[config.mk]
export PLATFORM = sky130hd
export DESIGN_NAME = pcrv_queue
export DESIGN_NICKNAME = d
export VERILOG_FILES = /design/src/hw/rtl/pcrv_pkg.sv /design/src/hw/rtl/pcrv_queue.sv
export SDC_FILE = /design/constraint.sdc
export NUM_CORES = 1
export LEC_CHECK = 0
export ABC_AREA = 1
export BUFFER_PORTS_ARGS = -buffer_cell sky130_fd_sc_hd__buf_2
export CORE_UTILIZATION = 47
export CTS_CLUSTER_DIAMETER = 30
export DETAILED_ROUTE_END_ITERATION = 8
export GPL_TIMING_DRIVEN = 0
export PLACE_DENSITY = 0.72
export SYNTH_ARGS = -nofsm -noshare
export SYNTH_HDL_FRONTEND = slang
export SYNTH_SLANG_ARGS = --single-unit
[constraint.sdc]
create_clock -name clk -period 2.16 [get_ports clk]
set_input_delay 0.216 -clock clk [delete_from_list [all_inputs] [get_ports clk]]
set_output_delay 0.216 -clock clk [all_outputs]
set_load 0.02 [all_outputs]
[src/hw/rtl/pcrv_pkg.sv]
// Shared types, codes and defaults for the point ROI / voxel filter.
package pcrv_pkg;

  localparam int GRID_X_DEF = 128;
  localparam int GRID_Y_DEF = 64;
  localparam int GRID_Z_DEF = 32;

  // voxel index width per axis, enough for the largest grid edge
  localparam int IDX_W    = 10;
  localparam int ROW_BITS = 64;
  localparam int ROW_SH   = 6;

  localparam logic [19:0] KEPT_MAX = 20'hFFFFF;

  localparam logic [1:0]  MODE_RST   = 2'd3;
  localparam logic [9:0]  STRIDE_RST = 10'd1;
  localparam logic [19:0] MAXP_RST   = 20'd30000;
  localparam logic [11:0] VSIZE_RST  = 12'd100;
  localparam logic [39:0] ROI_X_RST  = 40'd6292500576;
  localparam logic [39:0] ROI_Y_RST  = 40'd3146773576;
  localparam logic [39:0] ROI_Z_RST  = 40'd1888484776;

  localparam logic OP_FRAME = 1'b1;

  typedef enum logic [2:0] {
    REG_MODE   = 3'd0,
    REG_STRIDE = 3'd1,
    REG_MAXP   = 3'd2,
    REG_VSIZE  = 3'd3,
    REG_ROI_X  = 3'd4,
    REG_ROI_Y  = 3'd5,
    REG_ROI_Z  = 3'd6
  } cfg_idx_t;

  typedef enum logic [2:0] {
    R_KEPT    = 3'd0,
    R_STRIDE  = 3'd1,
    R_INVALID = 3'd2,
    R_OUTSIDE = 3'd3,
    R_DUP     = 3'd4,
    R_CAP     = 3'd5,
    R_FRAME   = 3'd6
  } reason_t;

  typedef enum logic [1:0] {
    F_IDLE,
    F_DIV,
    F_PUSH
  } front_state_t;

  typedef enum logic [1:0] {
    B_CLEAR,
    B_IDLE,
    B_ADR,
    B_RD
  } back_state_t;

  typedef struct packed {
    logic [1:0]  mode;
    logic [9:0]  stride;
    logic [19:0] kept_cap;
    logic [11:0] vox_edge;
    logic [39:0] roi_x;
    logic [39:0] roi_y;
    logic [39:0] roi_z;
  } cfg_t;

  // classified point handed from front to back
  typedef struct packed {
    logic             op;
    logic             cv;
    logic             inbox;
    logic             voxel;
    logic [IDX_W-1:0] ix;
    logic [IDX_W-1:0] iy;
    logic [IDX_W-1:0] iz;
  } job_t;

endpackage

[src/hw/rtl/pcrv_queue.sv]
// Two-entry queue of classified points between front and back.
module pcrv_queue
  import pcrv_pkg::*;
(
  input  logic clk,
  input  logic rst,
  input  logic push,
  input  job_t push_job,
  output logic full,
  input  logic pop,
  output logic avail,
  output job_t head
);

  job_t       slots [2];
  logic       wp, rp;
  logic [1:0] cnt;

  assign full  = (cnt == 2'd2);
  assign avail = (cnt != 2'd0);
  assign head  = slots[rp];

  always_ff @(posedge clk) begin
    if (rst) begin
      wp  <= 1'b0;
      rp  <= 1'b0;
      cnt <= 2'd0;
    end else begin
      if (push) wp <= ~wp;
      if (pop) rp <= ~rp;
      cnt <= cnt + 2'(push) - 2'(pop);
    end
  end

  always_ff @(posedge clk) begin
    if (push) slots[wp] <= push_job;
  end

endmodule

After elaboration in Yosys (flattened, before gate mapping):

Memory sizes are Yosys's and may differ from the RTL's. A register that Yosys moved wholly into a read port is not among the register bits.
Cells that the tools add are included.

* register bits after elaboration: 4
* memory bits (writable): 68
* output and inout bits: 36
* word-level logic and storage cells: 14
* memories: 1

* add/subtract/negate cells: 2
* eq/ne operators: 1
* mux-type cells: 4
* bitwise logic cells: 2
* reduce and logical (&&, ||, !) cells: 1

Memories
* slots: words 2, width 34, rd ports 1, clocked after memory_dff 1, write ports 1, RTL line pcrv_queue.sv:15 `job_t slots [2];`

Operators with widths (number)
* $mux 1: 4
* $add 2x1->2: 1
* $eq 2x2->1 const B: 1
* $not 1->1: 2
* $reduce_bool 2->1: 1
* $sub 2x1->2: 1

Logic depth before layout (Yosys ltp):

* depth in word-level cells: 3
* depth in mapped cells: 9

Least setup slack after synthesis:

Ideal clock, no wire load.

* path kind: reg-to-reg
* start: register wp
* end: memory slots[0][0] in the netlist's numbering (enable)
* arrival: 1.759 ns
* required time: 1.734 ns
* path slack: -0.025 ns
* cell stages (with the launch flop): 2
* period minus slack after synthesis: 2.185 ns
* cells stage by stage: dfxtp_1 > nor2_1

RTL lines
* from (decl): RTL line pcrv_queue.sv:16 `logic wp, rp;`
* from (signal assigned): RTL line pcrv_queue.sv:29 `if (push) wp <= ~wp;`
* to (decl): RTL line pcrv_queue.sv:15

No word-level cell before the write port.

==> flow_summary.yaml <==
pwr:
  power_density_nw_per_um2: 906
  ir_worst_vdd_mv: 0.458
  power_leakage_nw: 1.44
  power_w: 0.00319
synth:
  synth_nets: 177
  synth_common_cells: "68 x edfxtp_1, 30 x mux2_4, 8 x inv_1"
  syn_avg_cell_area_um2: 20.7
  ys_seq_area_frac: 0.756
  synth_area_leaders: "edfxtp_1 72%, mux2_4 16%, dfxtp_1 3.5%"
  ys.flop_type: "edfxtp_1"
  yosysMostFrequentCell: "edfxtp_1"
  ys_seq_elements: 73
  async_flop_share: 0
  synthCells: 137
  ys_warn_count: 0
  synth_top_area_share: 0.721
  yosysUniqueCellTypes: 14
  yosysTopAreaCell: "edfxtp_1"
  synth-edff-count: 68
  syn-cell-area_um2: 2830
timing:
  post-route-min-period_ps: 1630
  fmax_ghz: 0.615
  grt_setup_unrepaired: "no"
  setup_ws_ps: 535
  finalSetupTns_ps: 0
  worst_slew_pin_slew_ps: 762
  relSlewSlack: 0.491
  period_share: 0.752
  setup_viol: 0
  hold_viol: 0
  slew_violations: 0
  fin_skew_ps: 4.53
worst_setup_path:
  crit_fanout: 10
  worstReg2RegStart: "wp$_SDFFE_PP0P_"
  path_class: "flop to output pin"
  required_ps: 1940
  reg2reg_to: "slots[1][29]$_DFFE_PP_"
  rr_worst_depth: 2
  r2r_setup_slack_ps: 750
  critical_path_arrival_ps: 1410
  worst_setup_path_end_kind: "output pin"
  start_kind: "flop"
floorplan:
  pin_count: 74
  fp-row-count: 27
  die_x_um: 79.6
  dieArea_um2: 6340
  coreArea_um2: 5640
  start_util: 0.502
  fp.dieH_um: 79.6
clocking:
  cts_tree: "done"
  ctsLongestPathBuffers: 2
  cts_buffers: 9
  postCtsSetupRepairBufs: 0
  insertion_delay_ps: 320
  postCtsHoldBufs: 0
  clkSlewWorstSetupHoldPaths_ps: 70
  htree_num_levels: 3
  clock-sinks: 73
  postCtsResizedCells: 0
  clock-root-buffer: "clkbuf_8"
detailed_routing:
  drt_iter0_drc: 72
  drc: 0
  via_per_inst: 4.80
  drt-pass1-iter-count: 4
  num_vias: 1435
  antenna_left: 0
  detail_route.wl_per_cell_um: 14.3
  wl_um: 4270
finish:
  drive_above_1_share: 0.564
  insertedDiodeCount: 0
  final_net_count: 262
  final_util: 0.625
  multi_input_area_um2: 597
  finish.instance_area_um2: 3520
  regArea_um2: 2140
  area_delta_synth_final_pct: 24.4
  final.fill_count: 426
placement:
  dp.final_hpwl_um: 2870
  globalplace.congestion: 0.669
  postPlaceCellArea_um2: 3320
  post-place-ws_ps: 724
  portBuffers: 73
global_routing:
  grt_pass1_vias: 1392
  grt_usage: 0.145
  grt_remaining_overflow: 0
  grt_pass1_wl_um: 6650
  antenna_found_initial: 0
  grt_max_degree: 36
min_path:
  holdPathStages: 1
  hold_end: "slots[1][14]$_DFFE_PP_"
  hp-start: "push_job[14]"
  worst_hold_path_type: "input pin to flop"
status:
  status: "finished clean"
flow_run:
  drv_cap: 0
## logic make-up (layout without fill, tap and decap cells)
logic type	count (synthesis)	in the layout	share of synthesized area
flops	73	73	0.756
mux	34	34	0.175
simple gates	14	14	0.0194
buf+inv	12	102	0.0358
fa+ha+maj	2	2	0.00883
compound gates	1	1	0.00177
xor+xnor	1	1	0.00309
## per-stage QoR
stage	hold WS [ps]	instances
2_1_floorplan	287	137
3_3_place_gp	404	282
3_5_place_dp	407	283
4_1_cts	59.3	299
5_1_grt	58.4	299
6_report	79.4	299
## worst max path at each step
stage / start / to / slack, ps / depth (start not counted)
after floorplan: wp$_SDFFE_PP0P_ / slots[0][0]$_DFFE_PP_ / 530 / 1
after global placement: push / slots[0][12]$_DFFE_PP_ / -40 / 3
after detailed placement: wp$_SDFFE_PP0P_ / slots[1][3]$_DFFE_PP_ / 720 / 2
after CTS: flop / head[28] / 500 / 4
after global routing: flop / head[30] / 470 / 4
final: flop / head[25] / 530 / 4
## where the power goes
group,total [W],internal [W],switching (W)
Combinational,0.000463,0.000218,0.000244
Sequential,0.00165,0.00163,0.0000212
Clock,0.00107,0.000628,0.000445
Total,0.00319,0.00248,0.000711
## registers in the layout (all words and copies together), names as in the netlist, named ones only
name / flops
cnt: 2
rp: 1
slots: 68
wp: 1
## per-layer routing
layer,global-route usage,vias up,wire [µm]
li1,-,685,-
met1,0.168,704,1660
met2,0.242,39,2350
met3,0.0434,7,200
met4,0.0764,0,59
met5,0,-,0
## critical path: stages, from the launching register on
cell and delay [ps]:
dfxtp_1 320, buf_6 150, buf_12 160, mux2_4 300, buf_2 160
## layout make-up
| type | instances | share of cell area |
|---|---|---|
| clock inverter | 2 | 0.00994 |
| clock buffer | 14 | 0.0490 |
| multi-input combinational | 52 | 0.169 |
| timing repair buffer | 74 | 0.109 |
| sequential | 73 | 0.608 |
| buffer | 4 | 0.0202 |
| inverter | 8 | 0.00852 |
| tap | 72 | 0.0256 |
## layout by cell type, fill, tap and decap left out, drive strengths merged, types with 2 or more instances in the layout
cell type,Yosys,layout
buf,4,78
clkbuf,0,14
dfxtp,5,5
edfxtp,68,68
ha,2,2
inv,8,8
mux2,34,34
nand2,5,5
nor2,7,7
Note: power is estimated with default switching activity, not from simulation.
