`src/hw/rtl/pcrv_pkg.sv`:
```
// Shared types, codes and defaults for the point ROI / voxel filter.
package pcrv_pkg;

  localparam int GRID_X_DEF = 128;
  localparam int GRID_Y_DEF = 64;
  localparam int GRID_Z_DEF = 32;

  // voxel index width per axis, enough for the largest grid edge
  localparam int IDX_W    = 10;
  localparam int ROW_BITS = 64;
  localparam int ROW_SH   = 6;

  localparam logic [19:0] KEPT_MAX = 20'hFFFFF;

  localparam logic [1:0]  MODE_RST   = 2'd3;
  localparam logic [9:0]  STRIDE_RST = 10'd1;
  localparam logic [19:0] MAXP_RST   = 20'd30000;
  localparam logic [11:0] VSIZE_RST  = 12'd100;
  localparam logic [39:0] ROI_X_RST  = 40'd6292500576;
  localparam logic [39:0] ROI_Y_RST  = 40'd3146773576;
  localparam logic [39:0] ROI_Z_RST  = 40'd1888484776;

  localparam logic OP_FRAME = 1'b1;

  typedef enum logic [2:0] {
    REG_MODE   = 3'd0,
    REG_STRIDE = 3'd1,
    REG_MAXP   = 3'd2,
    REG_VSIZE  = 3'd3,
    REG_ROI_X  = 3'd4,
    REG_ROI_Y  = 3'd5,
    REG_ROI_Z  = 3'd6
  } cfg_idx_t;

  typedef enum logic [2:0] {
    R_KEPT    = 3'd0,
    R_STRIDE  = 3'd1,
    R_INVALID = 3'd2,
    R_OUTSIDE = 3'd3,
    R_DUP     = 3'd4,
    R_CAP     = 3'd5,
    R_FRAME   = 3'd6
  } reason_t;

  typedef enum logic [1:0] {
    F_IDLE,
    F_DIV,
    F_PUSH
  } front_state_t;

  typedef enum logic [1:0] {
    B_CLEAR,
    B_IDLE,
    B_ADR,
    B_RD
  } back_state_t;

  typedef struct packed {
    logic [1:0]  mode;
    logic [9:0]  stride;
    logic [19:0] kept_cap;
    logic [11:0] vox_edge;
    logic [39:0] roi_x;
    logic [39:0] roi_y;
    logic [39:0] roi_z;
  } cfg_t;

  // classified point handed from front to back
  typedef struct packed {
    logic             op;
    logic             cv;
    logic             inbox;
    logic             voxel;
    logic [IDX_W-1:0] ix;
    logic [IDX_W-1:0] iy;
    logic [IDX_W-1:0] iz;
  } job_t;

endpackage

```
`src/hw/rtl/pcrv_front.sv`:
```
// Front end: box test and restoring voxel-index division, one quotient bit per cycle.
module pcrv_front
  import pcrv_pkg::*;
#(
  parameter int GRID_X = GRID_X_DEF,
  parameter int GRID_Y = GRID_Y_DEF,
  parameter int GRID_Z = GRID_Z_DEF
) (
  input  logic               clk,
  input  logic               rst,
  input  cfg_t               cfg,
  input  logic               clearing,
  input  logic               in_valid,
  output logic               in_stall,
  input  logic               op,
  input  logic signed [19:0] x_mm,
  input  logic signed [19:0] y_mm,
  input  logic signed [19:0] z_mm,
  input  logic               coords_valid,
  input  logic               q_full,
  output logic               push,
  output job_t               job
);

  localparam logic [IDX_W:0] LIM_X = (IDX_W + 1)'(GRID_X);
  localparam logic [IDX_W:0] LIM_Y = (IDX_W + 1)'(GRID_Y);
  localparam logic [IDX_W:0] LIM_Z = (IDX_W + 1)'(GRID_Z);

  front_state_t fst, fst_next;

  logic             op_r, cv_r, inbox_r;
  logic             neg [3];
  logic [22:0]      rem [3];
  logic [IDX_W-1:0] quo [3];
  logic [3:0]       k;

  logic signed [19:0] crd [3];
  logic [39:0]        bnd [3];
  logic [22:0]        trial [3];
  logic [22:0]        dvs;
  logic [IDX_W:0]     lim [3];
  logic               ok [3];
  logic               accept, inb_all;
  logic               inb [3];
  logic signed [20:0] dif [3];

  assign crd[0] = x_mm;
  assign crd[1] = y_mm;
  assign crd[2] = z_mm;
  assign bnd[0] = cfg.roi_x;
  assign bnd[1] = cfg.roi_y;
  assign bnd[2] = cfg.roi_z;
  assign lim[0] = LIM_X;
  assign lim[1] = LIM_Y;
  assign lim[2] = LIM_Z;

  assign in_stall = (fst != F_IDLE) || clearing;
  assign accept   = in_valid && !in_stall;
  assign dvs      = 23'(cfg.vox_edge) << k;

  always_comb begin
    for (int a = 0; a < 3; a++) begin
      inb[a]   = (crd[a] >= $signed(bnd[a][19:0])) && (crd[a] <= $signed(bnd[a][39:20]));
      dif[a]   = 21'(crd[a]) - 21'($signed(bnd[a][19:0]));
      trial[a] = rem[a] - dvs;
      ok[a]    = !neg[a] && (rem[a] < 23'(cfg.vox_edge)) && ({1'b0, quo[a]} < lim[a]);
    end
    inb_all = inb[0] && inb[1] && inb[2];
  end

  always_comb begin
    fst_next = fst;
    push     = 1'b0;
    unique case (fst)
      F_IDLE: begin
        if (accept) fst_next = F_DIV;
      end
      F_DIV: begin
        if (k == 4'd0) fst_next = F_PUSH;
      end
      F_PUSH: begin
        if (!q_full) begin
          push     = 1'b1;
          fst_next = F_IDLE;
        end
      end
      default: fst_next = F_IDLE;
    endcase
  end

  always_comb begin
    job.op    = op_r;
    job.cv    = cv_r;
    job.inbox = inbox_r;
    job.voxel = cfg.mode[1] && (cfg.vox_edge != 12'd0) && ok[0] && ok[1] && ok[2];
    job.ix    = quo[0];
    job.iy    = quo[1];
    job.iz    = quo[2];
  end

  always_ff @(posedge clk) begin
    if (rst) begin
      fst <= F_IDLE;
    end else begin
      fst <= fst_next;
    end
  end

  always_ff @(posedge clk) begin
    if (fst == F_IDLE && accept) begin
      op_r    <= op;
      cv_r    <= coords_valid;
      inbox_r <= inb_all;
      k       <= 4'(IDX_W - 1);
      for (int a = 0; a < 3; a++) begin
        neg[a] <= dif[a][20];
        rem[a] <= {3'b000, dif[a][19:0]};
        quo[a] <= '0;
      end
    end else if (fst == F_DIV) begin
      for (int a = 0; a < 3; a++) begin
        if (!trial[a][22]) begin
          rem[a]    <= trial[a];
          quo[a][k] <= 1'b1;
        end
      end
      if (k != 4'd0) k <= k - 4'd1;
    end
  end

endmodule

```
`config.mk`:
```
export PLATFORM = sky130hd
export DESIGN_NAME = pcrv_front
export DESIGN_NICKNAME = d
export VERILOG_FILES = /design/src/hw/rtl/pcrv_pkg.sv /design/src/hw/rtl/pcrv_front.sv
export SDC_FILE = /design/constraint.sdc
export NUM_CORES = 1
export LEC_CHECK = 0
export BUFFER_PORTS_ARGS = -buffer_cell sky130_fd_sc_hd__buf_2
export CORE_ASPECT_RATIO = 0.9
export CORE_MARGIN = 2
export CORE_UTILIZATION = 60
export CTS_BUF_LIST = sky130_fd_sc_hd__clkbuf_8
export DETAILED_ROUTE_END_ITERATION = 7
export HOLD_SLACK_MARGIN = 0.02
export PLACE_DENSITY = 0.82
export SLEW_MARGIN = 20
export SYNTH_ARGS = -nofsm -noshare
export SYNTH_HDL_FRONTEND = slang
export SYNTH_SLANG_ARGS = --single-unit
```
`constraint.sdc`:
```
create_clock -name clk -period 8.8 [get_ports clk]
set_input_delay 1.32 -clock clk [delete_from_list [all_inputs] [get_ports clk]]
set_output_delay 1.32 -clock clk [all_outputs]
set_load 0.1 [all_outputs]
```
=== Word level (Yosys, flattened, before mapping) ===
Memory sizes are Yosys's and may differ from the RTL's.
Cells that the tools add are included.

* Memories: 3
* Logic and storage cells: 156
* Input port bits: 231
* Flip-flop bits (word level): 9
* Bits in writable memories: 102
* Output and inout port bits: 36

{| class="wikitable"
|+ Memories
! memory !! words !! bits a word !! rd ports !! clocked after Yosys merged registers in !! wr ports !! RTL line !! RTL
|-
| rem || 3 || 23 || 3 || 0 || 3 || pcrv_front.sv:33 || <nowiki>logic [22:0] rem [3];</nowiki>
|-
| quo || 3 || 10 || 3 || 0 || 3 || pcrv_front.sv:34 || <nowiki>logic [IDX_W-1:0] quo [3];</nowiki>
|-
| neg || 3 || 1 || 3 || 0 || 3 || pcrv_front.sv:32 || <nowiki>logic neg [3];</nowiki>
|}

* Order comparisons: 14
* Equal/unequal tests: 5
* Bitwise gates (word level): 33
* Shifts and indexed selects: 1
* Reductions and logical operators: 30
* Mux-type cells: 58
* $add $sub $neg: 7

{| class="wikitable"
|+ Operators with widths
! kind !! count
|-
| less-than comparator 23 x 12 -> 1 bit || 3
|-
| two-way mux 23 bit || 3
|-
| subtractor 23 bit || 3
|-
| subtractor 20 x 20 -> 21 bit || 3
|-
| greater-or-equal comparator 20 bit || 3
|-
| less-or-equal comparator 20 bit || 3
|-
| two-way mux 1 bit || 47
|-
| bitwise OR 1 bit || 33
|-
| two-way mux 10 bit || 3
|-
| left shift 12 x 4 -> 23 bit || 1
|-
| logical AND 1 bit || 18
|-
| nonzero test 12 bit || 1
|-
| less-than comparator 10 x 6 -> 1 bit (second input constant) || 1
|-
| less-than comparator 10 x 7 -> 1 bit (second input constant) || 1
|-
| less-than comparator 10 x 8 -> 1 bit (second input constant) || 1
|-
| two-way mux 2 bit || 3
|-
| inequality test 2 bit (second input constant) || 3
|-
| one-hot mux 2 bit (3 select lines) || 1
|-
| less-than comparator 4 x 5 -> 1 bit (second input constant) || 1
|-
| demux 1 bit (select 4 bit) || 1
|-
| greater-or-equal comparator 4 x 1 -> 1 bit (second input constant) || 1
|-
| zero test 1 bit || 4
|-
| zero test 4 bit || 1
|-
| nonzero test 4 bit || 1
|-
| other kinds (8) || 8
|}

=== Depth between registers and ports, before layout ===
Gate-level depths: netlist of run 1.

* Depth after elaboration: 8
* Gate-level depth with buffers: 21
* Gate-level depth less buffers: 18

=== Worst setup path before layout of run 1 ===
OpenSTA, ideal clock, no wires.

* Path kind: input port to output port
* Start: input port cfg[121] in the netlist's numbering
* End: output port job[30] in the netlist's numbering
* Path slack: 2.115 ns
* Path buffers: 0
* Cell stages on the path: 11
* Required time: 7.480 ns
* Arrival: 5.365 ns
* Cell sequence: inv_1 ha_1 a21o_1 a21o_1 a21oi_1 nor2b_1 o21ai_0 nand2b_1 a21oi_1 o32ai_1 nor4_1

{| class="wikitable"
|+ RTL lines
! item !! RTL line !! RTL
|-
| start: declaration || pcrv_front.sv:11 || <nowiki>input cfg_t cfg,</nowiki>
|-
| end: declaration || pcrv_front.sv:22 || <nowiki>output job_t job</nowiki>
|}

==> results.yml, run 1 <==
synthesis:
  synthArstFlopShare_pct: 0
  synth-main-ff-cell: "edfxtp_1"
  avgSynthCellArea_sq_um: 8.587
  synth-seq-cells: 111
  seq_area_frac_synth_pct: 23.90
  synth_edf_count: 105
  synth_fp_nets: 2061
  syn_inst: 1595
  ys_types: 79
  syn_area_sq_um: 13700
  ys_warn_count: 0
timing:
  timing.setup.tns_ps: 0
  min_period_ps: 6387
  tightest_slew_ps: 1085
  hold_ws_ps: 614.2
  hold_violations: 0
  finClkSkew_ps: 25.22
  setup_violations: 0
  rsz0062_at_grt: "false"
  maxSlewHeadroom_pct: 27.65
  min_period_over_period_pct: 72.58
  slew_violations: 0
  max_clock_freq_mhz: 156.6
setup_path:
  startpoint_type: "register"
  cp_max_fo: 30
  criticalPathCategory: "reg -> reg"
  arrival_ps: 6520
  max_stage_delay_ps: 940
  crit_buf_inv: 2
  critical_path.endpoint_type: "register"
  cp_data_required_time_ps: 8930
  slowest_stage: "dfxtp_1"
  crit_chain: "mux4_2 -> mux2_4 -> o21ai_0 -> ha_1 -> and3_1 -> a211o_1 -> a21o_1 -> a31oi_1 -> o21ai_0 -> and4_1 -> or2_2 -> nor2_2 -> buf_12 -> o221ai_1 -> buf_4"
  path_common_cell: "o21ai_0"
  cp_top_family: "compound AO/OA/AOI/OAI gates"
routing:
  drcViolationCount: 0
  avgViaCountPerCell: 6.036
  wirelength_um: 37650
  drt_iter0_markers: 1125
  dr_total_vias: 12809
  wl_per_cell_um: 17.74
  dr.pass1.iters: 8
  postRouteAntennaNets: 0
global_routing:
  track_usage_pct: 30.77
  overflow: 0
  grt_start_max_net_pins: 38
  grt_pass1_wl_um: 58820
  first_global_vias: 11949
  antenna_found_initial: 1
min_path:
  hp-class: "reg -> reg"
cts:
  cts_tree: "built"
  cts_resized: 0
  cts.path.max_buffers: 2
  root_buffer: "clkbuf_8"
  cts.sinks: 111
  holdBufCountCts: 0
  clk_pin_slew_worst_paths_ps: 120
  h-tree-depth: 3
  clock_latency_ps: 420
  post_cts_buffers: 0
  cts_buffers: 9
pwr:
  ir_worst_vdd_mv: 0.2643
  power_mw: 5.744
  power.density_nw_per_um2: 373.2
  cellLeakagePower_nw: 7.493
floorplanning:
  row_count: 52
  ios: 267
  die_h_um: 147.3
  core-area_sq_um: 22450
  die-area_sq_um: 24050
  die_x_um: 163.3
  initial_core_util_pct: 61.02
status:
  status: "finished, final reports clean"
cells_and_area:
  final_cell_mix: "buf_2 (235), ha_1 (229), inv_1 (176)"
  drive_above_1_share_pct: 16.39
  nets: 2285
  multiInputGateArea_sq_um: 9609
  ff_latch_area_sq_um: 3273
  area_growth_pct: 12.36
  layout_commonest_cell: "buf_2"
  n_fill_cell: 1843
job:
  maxCapViolations: 0
place:
  post-dp-hpwl_um: 29850
  gp_routability_congestion: 0.9818
  io_buffers: 235
-- cell type report --
cell class / instances / share of cell area (%)
Clock inverter: 7 / 0.5285
Timing Repair Buffer: 245 / 8.211
Inverter: 177 / 4.317
Multi-Input combinational cell: 1275 / 62.44
Antenna cell: 1 / 0.01626
Sequential cell: 111 / 21.27
Tap cell: 297 / 2.415
Clock buffer: 9 / 0.8049
-- worst paths after layout --
path / start / endpoint / slack, ps / depth (start not counted)
hold / removal: fst[1]$_SDFFE_PP0P_ / fst[1]$_SDFFE_PP0P_ / 610 / 3
setup reg to reg: k[0]$_SDFFE_PP1P_ / quo[0][17]$_DFFE_PP_ / 2410 / 15
hold reg to reg: fst[1]$_SDFFE_PP0P_ / fst[1]$_SDFFE_PP0P_ / 610 / 3
setup / recovery: k[0]$_SDFFE_PP1P_ / quo[0][17]$_DFFE_PP_ / 2410 / 15
-- cell families (layout without fill, tap and decap cells) --
logic type	after synthesis	in the layout	share of synthesized area [%]
flip-flops	111	111	23.90
other	0	1	0
AO/OA/AOI/OAI	438	438	19.94
AND/OR/NAND/NOR	429	429	16.07
XOR/XNOR	106	106	6.915
multiplexers	67	67	5.399
buffers and inverters	209	438	5.983
adder cells (fa/ha/maj)	235	235	21.80
-- power breakdown --
group | leakage, nW | switching [mW] | internal [mW]
sequential | 1.05 | 0.184 | 0.985
clock | 0.104 | 0.215 | 0.115
combinational | 6.34 | 2.57 | 1.68
-- cell usage after synthesis, types with 8 or more instances --
cell type  count  area [sq um]
edfxtp_1     105          3153
nor3b_1        8         60.06
mux2_2         9         101.4
inv_1        176         660.6
and3_1         8         50.05
o21bai_1       8         60.06
o21ai_0      114         570.6
a21o_1        68         510.5
or3_1         11         68.82
clkbuf_1      18         67.56
nand3_1       17         85.08
nand4_1       31         193.9
o211ai_1      10         75.07
xor2_1        47         411.6
xnor2_1       58         508.0
ha_1         229          2865
nor2_1        86         322.8
o21a_1        12         90.09
a21oi_1      134         670.6
a211oi_1      12         90.09
nor3_1        45         225.2
mux2i_1       51         510.5
or2_2         10         62.56
nor2b_1       21         131.4
nor4_1        23         143.9
nand2_1       97         364.1
nand2b_1      45         281.5
-- layer usage --
metal / track usage (%) / part of all wire, %
met4: 10.40 / 3.0
met2: 50.80 / 46
met1: 41.08 / 43
met3: 4.884 / 8.3
met5: 0 / 0.035
-- stage by stage --
step	worst slack (ps)	area (sq um)	utilization (%)	instances
after global placement	2253	15180	67.61	2105
final	2413	15390	68.56	2122
after global routing	2270	15390	68.55	2121
after CTS	2600	15380	68.53	2121
after floorplan	2115	13700	-	1595
after detailed placement	2193	15180	67.61	2105
-- worst reg2reg max path: stages (launching register included) --
cell and delay (ps):
dfxtp_1 940, mux4_2 620, mux2_4 290, o21ai_0 800, ha_1 420, and3_1 200, a211o_1 310, a21o_1 170
a31oi_1 320, o21ai_0 260, and4_1 260, or2_2 550, nor2_2 280, buf_12 270, o221ai_1 180, buf_4 250
-- state kept, by name (all words and copies together), names as in the netlist --
name	count
cv_r	1
quo	30
fst	2
neg	3
inbox_r	1
rem	69
op_r	1
k	4
No activity file was read; power rests on OpenSTA's default activity.
==> run 2: changes to the inputs <==
Settings changed: ABC_AREA from default to 1, CORE_UTILIZATION 60 to 59, PLACE_DENSITY 0.82 to 0.8.
Clock period 8.8 ns to 6.3 ns, I/O delays scaled along.
==> results.yml, run 2 <==
status:
  status: "finished, final reports clean"
synthesis:
  ys_types: 51
  yosysTopAreaCell: "edfxtp_1"
  ys_warn_count: 0
  yosysMostFrequentCell: "nand2_1"
  synth_edf_count: 105
  synth-main-ff-cell: "edfxtp_1"
  synth-seq-cells: 111
  synth_area_leaders: "edfxtp_1 (21%), ha_1 (19%), nand2_1 (13%)"
  syn_inst: 2128
  avgSynthCellArea_sq_um: 6.946
  seq_area_frac_synth_pct: 22.15
  synth_fp_nets: 2594
  syn_area_sq_um: 14780
  synthArstFlopShare_pct: 0
  synth_commonest_cells: "nand2_1 (529), inv_1 (290), ha_1 (229), a21oi_1 (179), nor2_1 (169)"
  yosysTopAreaCellShare_pct: 21.33
floorplanning:
  row_count: 54
  initial_core_util_pct: 60.43
  die_x_um: 170.8
  core-area_sq_um: 24460
  die_h_um: 154.2
  ios: 267
  die-area_sq_um: 26340
routing:
  drcViolationCount: 0
  dr.pass1.iters: 7
  postRouteAntennaNets: 0
  avgViaCountPerCell: 5.651
  dr_total_vias: 15247
  wl_per_cell_um: 16.44
  drt_iter0_markers: 1094
  wirelength_um: 44350
timing:
  maxSlewHeadroom_pct: 33.10
  min_period_over_period_pct: 85.80
  setup_violations: 0
  timing.setup.tns_ps: 0
  hold_violations: 0
  tightest_slew_ps: 1003
  slew_violations: 0
  rsz0062_at_grt: "false"
  min_period_ps: 5405
  max_clock_freq_mhz: 185.0
  hold_ws_ps: 509.1
  finClkSkew_ps: 18.49
place:
  placed_area_sq_um: 16320
  post-dp-hpwl_um: 36510
  gp_routability_congestion: 0.9781
  io_buffers: 235
cells_and_area:
  largest_reg_flops: 69
  layout_commonest_cell: "nand2_1"
  largest_register: "rem"
  area_growth_pct: 12.03
  final_cell_mix: "nand2_1 (529), inv_1 (290), buf_2 (235)"
  nets: 2823
  diodes: 0
  top_regs: "rem: 69 flops, quo: 30 flops, k: 4 flops"
  stdcell_area_sq_um: 16560
  drive_above_1_share_pct: 12.62
cts:
  h-tree-depth: 3
  clock_latency_ps: 420
  cts_resized: 0
  cts.path.max_buffers: 2
  root_buffer: "clkbuf_8"
  cts_buffers: 9
  cts.sinks: 111
  holdBufCountCts: 0
  clk_pin_slew_worst_paths_ps: 120
  cts_tree: "built"
  post_cts_buffers: 0
pwr:
  cellLeakagePower_nw: 8.588
  swShare_pct: 54.13
  power.density_nw_per_um2: 399.2
  ir_worst_vdd_mv: 0.1934
  internal_power_mw: 3.032
  switchingPower_mw: 3.578
  share_comb_of_total_power_pct: 71.3
  seq_power_share_pct: 20.8
  p_clk_share_pct: 8.0
setup_path:
  arrival_ps: 5500
  worst-r2r-setup-slack_ps: 890
  criticalPathCategory: "reg -> reg"
  startpoint_type: "register"
  cp_data_required_time_ps: 6400
  critical_path.endpoint_type: "register"
  cp_max_fo: 30
global_routing:
  first_global_vias: 14412
  grt_start_max_net_pins: 41
  grt_pass1_wl_um: 70030
  antenna_found_initial: 1
  overflow: 0
  track_usage_pct: 33.55
min_path:
  hp-class: "reg -> reg"
job:
  maxCapViolations: 0
-- run 2: changes by cell type after synthesis, moves of 21 or more --
cell      previous run  this run
a21o_1              68        21
a21oi_1            134       179
inv_1              176       290
mux2i_1             51         2
nand2_1             97       529
nand2b_1            45         0
nand3_1             17        88
nor2_1              86       169
nor2b_1             21         0
nor3_1              45        18
o21ai_0            114       152
-- run 2: critical path, cell delays in order, from the launching register on --
cell and delay, ps:
dfxtp_1 940, o21ai_0 390, o21ai_0 320, mux2i_1 150, a22oi_1 680, ha_1 430
nand2_1 150, inv_1 70, nand2_1 70, nand2_1 50, nand2_1 90, nand2_1 50
nand2_1 70, nand3_1 80, nand2_1 90, nand2_1 100, nor2_1 420, o41ai_1 180
nand2_1 90, nor2_1 50, nand2_1 610
-- run 2: metal layers --
| metal | vias to the layer above | routed length (um) | global-route usage, % |
|---|---|---|---|
| met3 | 106 | 3979 | 6.924 |
| met2 | 664 | 19180 | 53.92 |
| met4 | 2 | 1678 | 11.99 |
| met5 | - | 11 | 0 |
| met1 | 6816 | 19500 | 44.69 |
| li1 | 7659 | - | - |
-- run 2: area by class of cell --
cell class,instances,area (sq um)
Timing Repair Buffer,251,1309
Clock inverter,7,113.9
Inverter,304,1144
Sequential cell,111,3273
Fill cell,2258,7900
Tap cell,336,420.4
Multi-Input combinational cell,1680,10170
Clock buffer,9,123.9
-- run 2: cell families after synthesis --
kind of cell / after synthesis / share of synthesized area (%)
xor+xnor: 108 / 6.400
compound gates: 441 / 16.58
flops: 111 / 22.15
buf+inv: 337 / 9.015
mux: 2 / 0.1354
simple gates: 894 / 25.53
fa+ha+maj: 235 / 20.20
-- run 2: path summary, 6_finish.rpt --
check | start | to | cells past startpoint
setup / recovery | k[0]$_SDFFE_PP1P_ | quo[0][17]$_DFFE_PP_ | 20
hold / removal | fst[1]$_SDFFE_PP0P_ | fst[1]$_SDFFE_PP0P_ | 2
hold reg to reg | fst[1]$_SDFFE_PP0P_ | fst[1]$_SDFFE_PP0P_ | 2
setup reg to reg | k[0]$_SDFFE_PP1P_ | quo[0][17]$_DFFE_PP_ | 20
-- run 2: stage by stage --
stage                     utilization (%)  instances  total power [mW]  worst slack (ps)
final                               67.70       2698             6.610             894.5
after global routing                67.70       2698             7.158             445.4
after CTS                           67.70       2698             6.512              1140
after detailed placement            66.73       2682             5.960             824.5
after global placement              66.73       2682             5.871             942.9
after floorplan                         -       2128             4.821              2170
-- run 2: power by group through the flow --
stage | clock network, mW | logic [mW] | registers [mW]
after CTS | 0.531 | 4.62 | 1.36
after global placement | 0 | 4.50 | 1.37
after floorplan | 0 | 3.30 | 1.52
after global routing | 0.549 | 5.22 | 1.39
final | 0.528 | 4.71 | 1.37
after detailed placement | 0 | 4.58 | 1.38
